$ cat src/hw/rtl/reflected_radix_gray_encoder_assert.svh
// ----------------------------------------------------------------------------
// Assertion macros for the reflected radix Gray encoder
// Each macro checks one implication on the rising clock edge, reset excluded.
// ----------------------------------------------------------------------------
`ifndef REFLECTED_RADIX_GRAY_ENCODER_ASSERT_SVH
`define REFLECTED_RADIX_GRAY_ENCODER_ASSERT_SVH

// The consequent must hold in the same cycle as the antecedent.
`define RGR_ASSERT_SAME(lbl, clk, rst_n, ant, con, msg) \
    lbl: assert property (@(posedge clk) disable iff (!(rst_n)) (ant) |-> (con)) \
        else $error(msg);

// The consequent must hold in the cycle after the antecedent.
`define RGR_ASSERT_NEXT(lbl, clk, rst_n, ant, con, msg) \
    lbl: assert property (@(posedge clk) disable iff (!(rst_n)) (ant) |=> (con)) \
        else $error(msg);

`endif

$ cat src/hw/rtl/rgr_ram.sv
// ----------------------------------------------------------------------------
// rgr_ram
// Generic single-write, single-read RAM with a registered read port.
// ----------------------------------------------------------------------------
module rgr_ram #(
    parameter int WIDTH = 8,
    parameter int DEPTH = 16,
    parameter int AW    = (DEPTH > 1) ? $clog2(DEPTH) : 1
) (
    input  logic             i_clk,
    input  logic             i_we,
    input  logic [AW-1:0]    i_waddr,
    input  logic [WIDTH-1:0] i_wdata,
    input  logic [AW-1:0]    i_raddr,
    output logic [WIDTH-1:0] o_rdata
);

    logic [WIDTH-1:0] r_mem [DEPTH];
    logic [WIDTH-1:0] r_rdata;

    always_ff @(posedge i_clk) begin
        if (i_we) begin
            r_mem[i_waddr] <= i_wdata;
        end
        r_rdata <= r_mem[i_raddr];
    end

    assign o_rdata = r_rdata;

endmodule

$ cat config.mk
export PLATFORM = sky130hd
export DESIGN_NAME = rgr_ram
export DESIGN_NICKNAME = d
export VERILOG_FILES = /design/src/hw/rtl/reflected_radix_gray_encoder_assert.svh /design/src/hw/rtl/rgr_ram.sv
export SDC_FILE = /design/constraint.sdc
export NUM_CORES = 1
export LEC_CHECK = 0
export ABC_AREA = 1
export BUFFER_PORTS_ARGS = -buffer_cell sky130_fd_sc_hd__buf_2
export CAP_MARGIN = 40
export CORE_ASPECT_RATIO = 0.6
export CORE_MARGIN = 4
export CORE_UTILIZATION = 60
export DETAILED_ROUTE_END_ITERATION = 10
export GPL_ROUTABILITY_DRIVEN = 0
export PLACE_DENSITY_LB_ADDON = 0.25
export SKIP_CTS_REPAIR_TIMING = 1
export SLEW_MARGIN = 20
export SYNTH_ARGS = -nofsm -noshare
export SYNTH_HDL_FRONTEND = slang
export SYNTH_SLANG_ARGS = --single-unit
$ cat constraint.sdc
create_clock -name i_clk -period 1.2 [get_ports i_clk]
set_input_delay 0.06 -clock i_clk [delete_from_list [all_inputs] [get_ports i_clk]]
set_output_delay 0.06 -clock i_clk [all_outputs]
set_load 0.01 [all_outputs]
### Yosys cells after proc, flatten, opt, wreduce, memory -nomap -nowiden

Memory sizes are Yosys's and may differ from the RTL's. A register that Yosys moved wholly into a read port is not among the register bits.
Cells that the tools add are included.

| word-level totals | value |
|---|---|
| register bits | 0 |
| latch bits | 0 |
| bits in writable memories | 128 |
| ROM bits | 0 |
| bits of input ports | 18 |
| output and inout bits | 8 |
| logic and storage cells | 3 |
| memories kept | 1 |

| operators by class | value |
|---|---|
| add/sub/neg operators | 0 |
| multiply operators | 0 |
| divide/modulo/power cells | 0 |
| order comparisons | 0 |
| eq/ne operators | 0 |
| shift operators | 0 |
| multiplexer cells | 2 |
| bitwise logic cells | 0 |
| reductions and logical operators | 0 |

Memories:

| name | depth | bits a word | rd ports | clocked after memory_dff | write ports | RTL line | source |
|---|---|---|---|---|---|---|---|
| r_mem | 16 | 8 | 1 | 1 | 1 | rgr_ram.sv:18 | `logic [WIDTH-1:0] r_mem [DEPTH];` |

Operator list:

| kind | count |
|---|---|
| 1-bit 2-to-1 mux | 2 |

### Depth between registers and ports, before layout

| depth | value |
|---|---|
| depth after elaboration | 2 |
| depth in mapped cells | 8 |
| depth with buffers taken out | 7 |

### Least setup slack after synthesis

Ideal clock, no wire load.

| timing | value |
|---|---|
| path kind | input to register |
| start point | input i_waddr[2] |
| end point | memory r_mem[10][0] (enable) |
| library setup time | 370 ps |
| data arrival time | 641 ps |
| data required time | 830 ps |
| slack | 189 ps |
| stages on the path | 2 |
| buffers on the path | 0 |
| path through | nand3b_1 nor2_1 |

RTL lines:

| item | RTL line | source |
|---|---|---|
| from (decl) | rgr_ram.sv:12 | `input logic [AW-1:0] i_waddr,` |
| to (decl) | rgr_ram.sv:18 |  |

Straight into the memory's write port.

==> impl_metrics.py <==
metrics = {
    "status": {
        "run_status": "completed",
    },
    "drt": {
        "route.antenna.remaining_nets": 0,
        "routed_wl_um": 13220,
        "drtPass1Iterations": 5,
        "drtIter0Drc": 525,
        "via_count": 3967,
        "via_per_inst": 5.375,
        "route.detailed.drc": 0,
        "wl_per_cell_um": 17.91,
    },
    "die": {
        "start_util": 0.6230,
        "fp.dieH_um": 83.94,
        "io_pins": 26,
        "rows": 27,
        "core_area_um2": 9256,
        "die_area_um2": 11300,
        "die_w_um": 134.6,
    },
    "timing": {
        "min_period_ns": 1.078,
        "slew_violations": 0,
        "finalCritPeriodShare": 0.8987,
        "rsz0062_at_grt": "no",
        "setup_viol": 0,
        "worst_slew_pin_slew_ns": 0.4198,
        "hold_violations": 0,
        "relSlewSlack": 0.7201,
        "fmax_mhz": 927.3,
        "clock_skew_ns": 0.007979,
        "setup_tns_ns": 0,
    },
    "worst_setup_path": {
        "r2r_slack_ns": 0.12,
        "reg2reg_depth": 6,
        "r2r-end": "o_rdata[7]",
        "timing_worst_setup_path_type": "reg -> reg",
        "rr_startpoint": "r_mem[3][7]",
        "cp-end-kind": "flip-flop",
        "cp_data_required_time_ns": 1.50,
        "worstSetupStartpointType": "flip-flop",
        "arrival_ns": 1.38,
        "crit_fanout": 1,
    },
    "global_routing": {
        "grt-ovfl-total": 0,
        "grt_pass1_vias": 3766,
        "grt.total_usage": 0.2471,
        "antenna_found_initial": 0,
        "grt_max_degree": 58,
        "grt_pass1_wl_um": 20530,
    },
    "synth": {
        "syn-cell-area_um2": 5767,
        "synth_warnings": 0,
        "ys_seq_area_frac": 0.6943,
        "syn_nets": 569,
        "yosys_register_bits": 136,
        "syn_avg_cell_area_um2": 10.47,
        "synth_cell_type_count": 12,
        "synthCells": 551,
    },
    "final_layout": {
        "utilization": 0.7187,
        "n_antenna_cell": 0,
        "final_cell_area_um2": 6653,
        "n_fill_cell": 682,
        "syn_to_final_growth_pct": 15.36,
        "drive_above_1_share": 0.1217,
        "multi_input_area_um2": 1214,
        "regArea_um2": 4004,
        "fin_nets": 616,
    },
    "hold_path": {
        "min_to": "o_rdata[0]",
        "min_path_type": "in -> reg",
        "hold_depth": 3,
        "hp-start": "i_raddr[3]",
    },
    "place": {
        "place_hpwl_um": 8060,
        "placed_area_um2": 6153,
        "portBuffers": 25,
    },
    "power_and_ir_drop": {
        "p_leak_nw": 2.922,
        "peakVddDrop_v": 0.001073,
        "power.total_w": 0.01059,
        "powerDensity_nw_per_um2": 1592,
    },
    "clock_tree": {
        "clkSlewWorstSetupHoldPaths_ns": 0.06,
        "cts-root-buf": "clkbuf_16",
        "clock_path_buffers": 2,
        "clk-insertion-delay-late_ns": 0.41,
        "cts_tree": "done",
        "clock_sinks": 136,
        "cts_buffers": 17,
        "htree_num_levels": 4,
    },
    "flow_run": {
        "maxCapViolCount": 0,
    },
}
==> how the worst max path moves through the flow <==
| stage | start | end | slack, ns | depth (start not counted) |
|---|---|---|---|---|
| floorplan | i_waddr[2] | r_mem[10][0] | 0.19 | 2 |
| global route | r_mem[3][7] | o_rdata[7] | 0.09 | 6 |
| finish | r_mem[3][7] | o_rdata[7] | 0.12 | 6 |
| CTS | r_mem[3][7] | o_rdata[7] | 0.13 | 6 |
| detailed placement | i_raddr[0] | o_rdata[7] | 0.03 | 7 |
| global placement | i_raddr[0] | o_rdata[7] | 0.08 | 7 |
==> area by class of cell <==
cell class | count | area share
clock buffers | 21 | 0.06620
clock inverters | 8 | 0.008840
inverters | 102 | 0.05755
multi-input cells | 289 | 0.1824
flip-flops and latches | 136 | 0.6018
well taps | 130 | 0.02445
repair buffers | 52 | 0.05868
==> cells in the final DEF, fill, tap and decap left out <==
| cell | instances |
|---|---|
| clkinv_1 | 5 |
| inv_2 | 2 |
| nand2_1 | 173 |
| buf_12 | 5 |
| bufinv_16 | 1 |
| nand3b_1 | 2 |
| nor2_1 | 17 |
| buf_2 | 25 |
| clkbuf_16 | 17 |
| nand3_1 | 97 |
| dfxtp_1 | 8 |
| inv_1 | 100 |
| clkinv_2 | 2 |
| buf_4 | 22 |
| clkbuf_1 | 4 |
| edfxtp_1 | 128 |
==> sequential cells by signal (all words and copies together) (netlist names) <==
signal	cells
r_mem	128
o_rdata	8
==> report_power, final <==
group | internal (W) | switching [W]
clock network | 0.00276 | 0.00177
logic | 0.000219 | 0.000488
registers | 0.00531 | 0.0000338
total | 0.00830 | 0.00229
==> worst max-delay path: stages (launching register included) <==
cell	delay, ns
edfxtp_1	0.37
inv_1	0.06
nand2_1	0.05
nand3_1	0.13
nand3_1	0.14
nand3_1	0.15
nand2_1	0.08
==> cell families after synthesis <==
family | Yosys count | synth area share
buf+inv | 126 | 0.09525
simple gates | 289 | 0.2105
flops | 136 | 0.6943
==> stage by stage <==
step	worst slack, ns	hold slack [ns]	instances
after floorplan	0.1892	0.1589	551
after global placement	0.07981	0.4268	709
after detailed placement	0.03284	0.4288	709
after CTS	0.1297	-0.004563	738
after global routing	0.08501	0.03223	738
final	0.1216	0.009469	738
==> cell usage after synthesis <==
cell,count,area share
nand3b_1,2,0.0026
buf_2,13,0.011
nand3_1,97,0.084
edfxtp_1,128,0.67
buf_1,1,0.00065
dfxtp_1,8,0.028
buf_4,4,0.0052
inv_1,100,0.065
nand2_1,173,0.11
buf_6,6,0.012
nor2_1,17,0.011
inv_2,2,0.0013
==> layer usage <==
metal	share of wire	global-route usage	vias to the layer above
met1	0.47	0.3735	1870
met5	0	0	-
li1	-	-	1862
met4	0.017	0.07301	0
met3	0.11	0.08313	24
met2	0.41	0.3400	211
Note: power is estimated with default switching activity, not from simulation.
