==> config.mk <==
export PLATFORM = sky130hd
export DESIGN_NAME = rgr_div
export DESIGN_NICKNAME = d
export VERILOG_FILES = /design/src/hw/rtl/reflected_radix_gray_encoder_assert.svh /design/src/hw/rtl/rgr_pkg.sv /design/src/hw/rtl/rgr_div.sv
export SDC_FILE = /design/constraint.sdc
export NUM_CORES = 1
export LEC_CHECK = 0
export BUFFER_PORTS_ARGS = -buffer_cell sky130_fd_sc_hd__buf_2
export CORE_MARGIN = 1.5
export CORE_UTILIZATION = 49
export DETAILED_ROUTE_END_ITERATION = 16
export GPL_ROUTABILITY_DRIVEN = 0
export PLACE_DENSITY_LB_ADDON = 0.12
export RECOVER_POWER = 25
export SETUP_SLACK_MARGIN = 0.15
export SYNTH_ARGS = -nofsm -noshare
export SYNTH_HDL_FRONTEND = slang
export SYNTH_SLANG_ARGS = --single-unit
==> constraint.sdc <==
create_clock -name i_clk -period 3.2 [get_ports i_clk]
set_input_delay 0.32 -clock i_clk [delete_from_list [all_inputs] [get_ports i_clk]]
set_output_delay 0.32 -clock i_clk [all_outputs]
set_load 0.05 [all_outputs]
==> src/hw/rtl/reflected_radix_gray_encoder_assert.svh <==
// ----------------------------------------------------------------------------
// Assertion macros for the reflected radix Gray encoder
// Each macro checks one implication on the rising clock edge, reset excluded.
// ----------------------------------------------------------------------------
`ifndef REFLECTED_RADIX_GRAY_ENCODER_ASSERT_SVH
`define REFLECTED_RADIX_GRAY_ENCODER_ASSERT_SVH

// The consequent must hold in the same cycle as the antecedent.
`define RGR_ASSERT_SAME(lbl, clk, rst_n, ant, con, msg) \
    lbl: assert property (@(posedge clk) disable iff (!(rst_n)) (ant) |-> (con)) \
        else $error(msg);

// The consequent must hold in the cycle after the antecedent.
`define RGR_ASSERT_NEXT(lbl, clk, rst_n, ant, con, msg) \
    lbl: assert property (@(posedge clk) disable iff (!(rst_n)) (ant) |=> (con)) \
        else $error(msg);

`endif

==> src/hw/rtl/rgr_pkg.sv <==
// ----------------------------------------------------------------------------
// rgr_pkg
// Shared widths, register map, reset values and sequencer states.
// ----------------------------------------------------------------------------
package rgr_pkg;

    localparam int POS_W   = 64;
    localparam int DIGIT_W = 8;
    localparam int RADIX_W = 8;
    localparam int COUNT_W = 5;
    localparam int APB_AW  = 3;
    localparam int APB_DW  = 32;

    // Register index, taken from paddr bit 2.
    localparam logic REG_RADIX  = 1'b0;
    localparam logic REG_DIGITS = 1'b1;

    localparam logic [RADIX_W-1:0] RADIX_RST = 8'd2;
    localparam logic [COUNT_W-1:0] COUNT_RST = 5'd8;
    localparam logic [RADIX_W-1:0] RADIX_MIN = 8'd2;

    typedef enum logic [2:0] {
        S_IDLE,
        S_DIV_START,
        S_DIV_WAIT,
        S_CHECK,
        S_RD,
        S_LOAD,
        S_OUT
    } t_state;

endpackage

==> src/hw/rtl/rgr_div.sv <==
// ----------------------------------------------------------------------------
// rgr_div
// Restoring divider, one quotient bit per cycle, by an 8-bit divisor.
// ----------------------------------------------------------------------------
module rgr_div import rgr_pkg::*; #(
    parameter int W = 64
) (
    input  logic               i_clk,
    input  logic               i_rst_n,
    input  logic               i_start,
    input  logic [W-1:0]       i_dividend,
    input  logic [RADIX_W-1:0] i_divisor,
    output logic               o_done,
    output logic [W-1:0]       o_quotient,
    output logic [RADIX_W-1:0] o_remainder
);

    localparam int CNTW = $clog2(W + 1);

    logic              r_busy, r_done;
    logic [CNTW-1:0]   r_cnt;
    logic [W-1:0]      r_quo, n_quo;
    logic [RADIX_W-1:0] r_rem, n_rem;
    logic [RADIX_W:0]  trial, diff;
    logic              fits;

    // The partial remainder stays below the divisor, so nine bits suffice.
    always_comb begin
        trial = {r_rem, r_quo[W-1]};
        diff  = trial - {1'b0, i_divisor};
        fits  = (trial >= {1'b0, i_divisor});
        n_rem = fits ? diff[RADIX_W-1:0] : trial[RADIX_W-1:0];
        n_quo = {r_quo[W-2:0], fits};
    end

    always_ff @(posedge i_clk) begin
        if (!i_rst_n) begin
            r_busy <= 1'b0;
            r_done <= 1'b0;
            r_cnt  <= '0;
        end else begin
            r_done <= 1'b0;
            if (i_start) begin
                r_busy <= 1'b1;
                r_cnt  <= CNTW'(W);
            end else if (r_busy) begin
                r_cnt <= r_cnt - CNTW'(1);
                if (r_cnt == CNTW'(1)) begin
                    r_busy <= 1'b0;
                    r_done <= 1'b1;
                end
            end
        end
    end

    always_ff @(posedge i_clk) begin
        if (i_start) begin
            r_quo <= i_dividend;
            r_rem <= '0;
        end else if (r_busy) begin
            r_quo <= n_quo;
            r_rem <= n_rem;
        end
    end

    assign o_done      = r_done;
    assign o_quotient  = r_quo;
    assign o_remainder = r_rem;

endmodule

### After elaboration in Yosys (flattened, before gate mapping)

Index checks and enable logic that the tools add are counted.

* add/subtract/negate cells: 2
* multipliers: 0
* div/mod/pow operators: 0
* magnitude comparators: 1
* equal/unequal tests: 1
* shift operators: 0
* muxes and demuxes: 9
* bitwise operators: 2
* reductions and logical operators: 3

Operators with widths (count)
* 64-bit two-way mux: 2
* 7-bit two-way mux: 2
* 9-bit by 8-bit greater-or-equal comparator with 1-bit output: 1
* 8-bit two-way mux: 1
* 8-bit subtractor: 1
* 7-bit by 1-bit == test with 1-bit output (second input constant): 1
* 7-bit by 1-bit subtractor with 7-bit output (second input constant): 1
* 1-bit two-way mux: 4
* 3-bit OR reduction: 1
* 1-bit inverter: 2
* 2-bit nonzero test: 1
* 2-bit OR reduction: 1

* bits in registers: 81
* bits in latches: 0
* bits in writable memories: 0
* memory bits (read-only): 0
* input bits: 75
* output and inout port bits: 73
* logic and storage cells: 24
* memories: 0

### Depth between registers and ports, before layout

Gate-level depths: netlist of run 1.

* depth after elaboration: 4
* depth in mapped cells: 8
* depth with buffers taken out: 8

### Worst setup path after synthesis of run 1

No wires, ideal clock.

* path type: input -> register
* start point: in i_start
* end point: reg r_quo[0], in the netlist o_quotient[0] (enable)
* setup time: 0.418 ns
* arrival: 1.928 ns
* required time: 2.782 ns
* path slack: 0.854 ns
* cell stages on the path: 3
* buffers on the path: 1
* path through: clkbuf_1 -> nor2_1 -> inv_1

* longest elaborated chain between the ends: 1

RTL lines
* from (decl): line rgr_div.sv:10 `input logic i_start,`
* 2-bit nonzero test (no line)
* to (signal assigned): line rgr_div.sv:58 `r_quo <= i_dividend;`
* to (signal assigned): line rgr_div.sv:61 `r_quo <= n_quo;`
* to (decl): line rgr_div.sv:22 `logic [W-1:0] r_quo, n_quo;`

No other way between the ends.
A chain may end at the register's enable or synchronous reset.

### Worst setup path after layout of run 1

* start point: reg r_rem[0], in the netlist o_remainder[0]
* end point: reg r_quo[0], in the netlist o_quotient[0] (data pin)

* longest elaborated chain between the ends: 3

RTL lines
* from (decl): line rgr_div.sv:23 `logic [RADIX_W-1:0] r_rem, n_rem;`
* from (signal assigned): line rgr_div.sv:62 `r_rem <= n_rem;`
* 9-bit by 8-bit greater-or-equal comparator with 1-bit output: line rgr_div.sv:31 `fits = (trial >= {1'b0, i_divisor});`
* 64-bit two-way mux: line rgr_div.sv:60 `end else if (r_busy) begin`
* 64-bit two-way mux: line rgr_div.sv:57 `if (i_start) begin`

No other way between the ends. The select of a mux whose other input is x is not followed.

==> impl_metrics.ini, run 1 <==
[place]
placed_cell_area_mm2 = 0.00471
pre_cts_slack_ps = 923
port_buffers = 147
hpwl_mm = 5.81

[cells_and_area]
layout_common_cells = 93 x buf_2, 64 x mux2_2, 64 x edfxtp_1
nets = 523
post-route-cell-area_mm2 = 0.00484
final_common_cell = buf_2
drive_gt1_share_pct = 40.7
antenna-diode-count = 0
syn_to_final_growth_pct = 24.8

[global_routing]
antenna_found_initial = 0
track_usage_pct = 18.9
grt_pass1_wl_mm = 12.5
grt_pass1_vias = 2706
grt_max_degree = 75
grt-ovfl-total = 0

[sta]
fin_crit_sh_pct = 69.3
tns_ps = 0
slew_headroom_pct = 39.8
setup_slack_ps = 983
finalSetupViolations = 0
finClkSkew_ps = 13.9
min_period_ps = 2220
worst_pin_slew_ps = 903
fmaxAchievable_mhz = 451
final_max_slew_viol_count = 0
rsz0062_at_grt = no
final_hold_viol_count = 0

[clock_network]
cts.sinks = 81
clock_latency_ps = 330
cts_hold_buffers = 0
cts_buffer_depth = 2
clk_pin_slew_worst_paths_ps = 80
cts_resized = 0
post-cts-setup-buffer-count = 0
cts_tree = built
htree_levels = 3
cts_root_buffer = clkbuf_8
cts_buffers = 9

[logic_synthesis]
synth_area_mm2 = 0.00388
yosys.area_share.adder_pct = 3.74
synthMuxAreaShare_pct = 18.6
synth_compound_area_share_pct = 7.03
yosys-top-cells-area = edfxtp_1 50%, mux2_2 19%, dfxtp_1 8.8%
yosys.area_share.simple_pct = 7.25
ys_ff_latch = 81
synth-edff-count = 64
synth.top_cell.area_share_pct = 49.5
syn_nets = 374
async_flop_share_pct = 0
synth_top_family_by_area = multiplexers
synth-xor-area-share_pct = 2.03
synthCells = 288
ys_warn_count = 0
synth-seq-area-share_pct = 58.3
yosysTopAreaCell = edfxtp_1
synth_ff_type = edfxtp_1
synthDistinctLibCells = 44
avgSynthCellArea_um2 = 13.5

[worst_hold_path]
holdPathStages = 2
hold_path_end = r_cnt[6]
worstHoldStart = i_rst_n
hp-class = in2reg

[floorplan]
rows = 32
core_mm2 = 0.00769
die-width_um = 92
initial_core_util_pct = 50.5
die_area_mm2 = 0.00846
die_h_um = 92
ioPinCount = 148

[pwr]
p_seq_share_pct = 47.0
power_density_mw_per_mm2 = 583
internal_power_mw = 1.89
ir_drop_uv = 330
pwr-share-clk_pct = 26.5
leakage_nw = 1.95
swShare_pct = 33.1
p_sw_uw = 934
p_comb_share_pct = 26.5

[detailed_routing]
routedWlPerCell_um = 14.6
drt_iter0_drc = 86
routed_wl_mm = 7.93
ant_nets = 0
avgViaCountPerCell = 5.15
vias = 2801
dr.pass1.iters = 4
drc = 0

[critical_path]
arrival_ps = 2280
startpoint_type = flop
critPathCaptureType = flop
max_stage_delay_ps = 450
rr_worst_depth = 6
worstPathRequired_ps = 3270
crit_type = reg2reg
path_max_fanout = 11
cp-startpoint = o_remainder[0]
r2r_end = o_quotient[0]
worst_path_max_delay_cell = dfxtp_1
cp_cell_sequence = ha_1, nor2b_1, o21ai_2, a31oi_2, or2_4, mux2_2
timing.rr.start = o_remainder[0]
r2r_slack_ps = 980

[status]
outcome = complete, no violations

[run]
drv_cap = 0
synth_stat cells, drive strengths merged (4+ instances only):
cell	instances
nor2	21
o211ai	4
a21oi	6
clkbuf	4
inv	16
dfxtp	17
ha	10
buf	8
nor3	4
xnor2	6
mux2	64
o21ai	6
edfxtp	64
nand3	4
nand2	14
registers in the layout, summed over array words and instances (netlist names):
signal       flops
r_cnt            7
r_busy           1
o_quotient      64
o_done           1
o_remainder      8
worst max-delay path by stage:
stage / cells past startpoint / to / slack (ps)
2_1_floorplan: 3 / o_quotient[0] / 850
4_1_cts: 6 / o_quotient[0] / 1010
3_3_place_gp: 8 / o_quotient[0] / 980
6_report: 6 / o_quotient[0] / 980
3_5_place_dp: 8 / o_quotient[0] / 920
5_1_grt: 6 / o_quotient[0] / 890
final cells by class:
class                           instances  area [µm²]
Fill cell                             664        2840
Clock buffer                           12         156
Clock inverter                          4        48.8
Timing Repair Buffer                  150         691
Multi-Input combinational cell        179        1500
Inverter                               16        60.1
Tap cell                              102         128
Sequential cell                        81        2260
kinds of logic (layout without fill, tap and decap cells):
logic type / count (synthesis) / after routing
compound gates: 36 / 36
mux: 64 / 64
simple gates: 59 / 59
fa+ha+maj: 11 / 11
xor+xnor: 9 / 9
buf+inv: 28 / 182
flops: 81 / 81
power groups by stage:
stage               logic, mW  clock network [mW]  registers (mW)
global route            0.799               0.808            1.34
finish                  0.748               0.750            1.33
floorplan               0.253                   0            1.68
detailed placement      0.771                   0            1.35
global placement        0.767                   0            1.34
CTS                     0.774               0.776            1.33
critical path, delay by kind of cell (launching register included):
kind | cells | cell delay, ps
multiplexers | 1 | 270
AO/OA/AOI/OAI | 2 | 460
AND/OR/NAND/NOR | 2 | 470
flip-flops | 1 | 450
adder cells (fa/ha/maj) | 1 | 300
metrics by stage:
step	power [mW]	cells	util, %	hold slack, ps
6_report	2.83	544	63.0	232
5_1_grt	2.95	544	63.0	232
4_1_cts	2.88	544	63.9	214
3_5_place_dp	2.12	528	61.2	493
3_3_place_gp	2.11	528	61.2	488
2_1_floorplan	1.93	288	-	437
metal layers:
| metal | vias to the layer above | GRT usage, % | share of wire (%) |
|---|---|---|---|
| met5 | - | 0 | 0 |
| met4 | 0 | 6.03 | 1.1 |
| met3 | 9 | 5.31 | 7.2 |
| met2 | 107 | 29.4 | 45 |
| met1 | 1309 | 25.8 | 46 |
| li1 | 1376 | - | - |
Note: power is estimated with default switching activity, not from simulation.
==> inputs of run 2 (changes only) <==
clock period = 2.3 ns   (was 3.2 ns; I/O delays follow)
==> impl_metrics.ini, run 2 (same netlist as run 1, synthesis figures left out) <==
[critical_path]
critPathCaptureType = flop
worstPathRequired_ps = 2390
cp_cell_sequence = ha_1, a21o_1, a21oi_2, a31oi_2, or2_4, mux2_2
path_max_fanout = 5
worst_path_max_delay_cell = dfxtp_2
crit_type = reg2reg
arrival_ps = 2070
max_stage_delay_ps = 340
startpoint_type = flop

[sta]
final_hold_viol_count = 0
final_max_slew_viol_count = 0
fin_crit_sh_pct = 85.9
fmaxAchievable_mhz = 506
slew_headroom_pct = 39.6
timing.hold.ws_ps = 126
rsz0062_at_grt = no
worst_pin_slew_ps = 906
tns_ps = 0
finClkSkew_ps = 10.3
finalSetupViolations = 0
setup_slack_ps = 325
min_period_ps = 1980

[clock_network]
clock_latency_ps = 340
cts_tree = built
cts_root_buffer = clkbuf_8
cts.sinks = 81
cts_buffer_depth = 2
cts_buffers = 9
clk_pin_slew_worst_paths_ps = 80
cts_hold_buffers = 0
post-cts-setup-buffer-count = 0
htree_levels = 3
cts_resized = 0

[pwr]
pwr-share-clk_pct = 27.9
p_comb_share_pct = 26.5
leakage_nw = 1.98
p_sw_mw = 1.34
power_density_mw_per_mm2 = 819
internal_power_mw = 2.69
p_seq_share_pct = 45.6
p_total_mw = 4.03
swShare_pct = 33.2
ir_drop_uv = 455

[global_routing]
grt_pass1_vias = 2729
antenna_found_initial = 0
grt_pass1_wl_mm = 12.6
track_usage_pct = 19.2
grt-ovfl-total = 0
grt_max_degree = 75

[detailed_routing]
vias = 2830
routedWlPerCell_um = 15.0
drc = 0
routed_wl_mm = 8.22
drt_iter0_drc = 122
avgViaCountPerCell = 5.15
ant_nets = 0
dr.pass1.iters = 5

[place]
port_buffers = 147
pre_cts_slack_ps = 298
hpwl_mm = 6.08

[cells_and_area]
finalCoreUtilization_pct = 64.1
drive_gt1_share_pct = 42.7
syn_to_final_growth_pct = 26.9
largest_register_ffs = 64
layout_common_cells = 93 x buf_2, 64 x mux2_2, 64 x edfxtp_1
antenna-diode-count = 0
n_fill_cell = 675
nets = 528
final_common_cell = buf_2

[floorplan]
initial_core_util_pct = 50.5
core_mm2 = 0.00769
die_h_um = 92
die_area_mm2 = 0.00846
ioPinCount = 148
rows = 32
die-width_um = 92

[worst_hold_path]
hp-class = in2reg

[status]
outcome = complete, no violations

[run]
drv_cap = 0
[run 2: cell count changes in the layout (fill, tap and decap cells not counted), moves of 2 or more]
cell        change
a21oi_1         -2
a21oi_2         +2
buf_4           +4
clkinvlp_4      +2
[run 2: critical path, delay by kind of cell, from the launching register on]
| family | cells | cell delay [ps] |
|---|---|---|
| AOI/OAI and AO/OA | 3 | 520 |
| DFF | 1 | 340 |
| adders and majority gates | 1 | 340 |
| and+or+nand+nor | 1 | 280 |
| muxes | 1 | 260 |
[run 2: power by group through the flow]
| stage | Clock [mW] | Sequential, mW | Combinational [mW] |
|---|---|---|---|
| floorplan | 0 | 2.33 | 0.357 |
| global placement | 0 | 1.86 | 1.09 |
| detailed placement | 0 | 1.87 | 1.10 |
| CTS | 1.16 | 1.84 | 1.10 |
| global route | 1.22 | 1.86 | 1.13 |
| finish | 1.13 | 1.84 | 1.07 |
[run 2: layout make-up]
type	count	area (µm²)	area share, %
Clock buffer	10	128	2.59
Clock inverter	6	90.1	1.83
Inverter	16	63.8	1.30
Multi-Input combinational cell	179	1510	30.7
Sequential cell	81	2260	46.0
Tap cell	102	128	2.59
Timing Repair Buffer	155	741	15.0
[run 2: path summary, 6_finish.rpt]
kind / start / to / slack (ps) / cells past startpoint
worst min register to register: r_cnt[1] / r_cnt[1] / 500 / 2
worst max register to register: o_remainder[2] / o_quotient[0] / 320 / 6
worst min-delay path: i_rst_n / r_cnt[6] / 130 / 2
worst max-delay path: o_remainder[2] / o_quotient[0] / 320 / 6
[run 2: metal layers]
| metal | wire length (µm) | part of all wire [%] | vias to the layer above | global-route usage, % |
|---|---|---|---|---|
| met2 | 4050 | 49 | 114 | 31.8 |
| li1 | - | - | 1385 | - |
| met5 | 0 | 0 | - | 0 |
| met1 | 3460 | 42 | 1327 | 24.5 |
| met4 | 61 | 0.74 | 0 | 7.31 |
| met3 | 639 | 7.8 | 4 | 4.48 |
[run 2: metrics by stage]
step                cell area [µm²]  std cells
floorplan                      3900        288
global placement               4770        533
detailed placement             4770        533
CTS                            4990        549
global route                   4920        549
finish                         4920        549
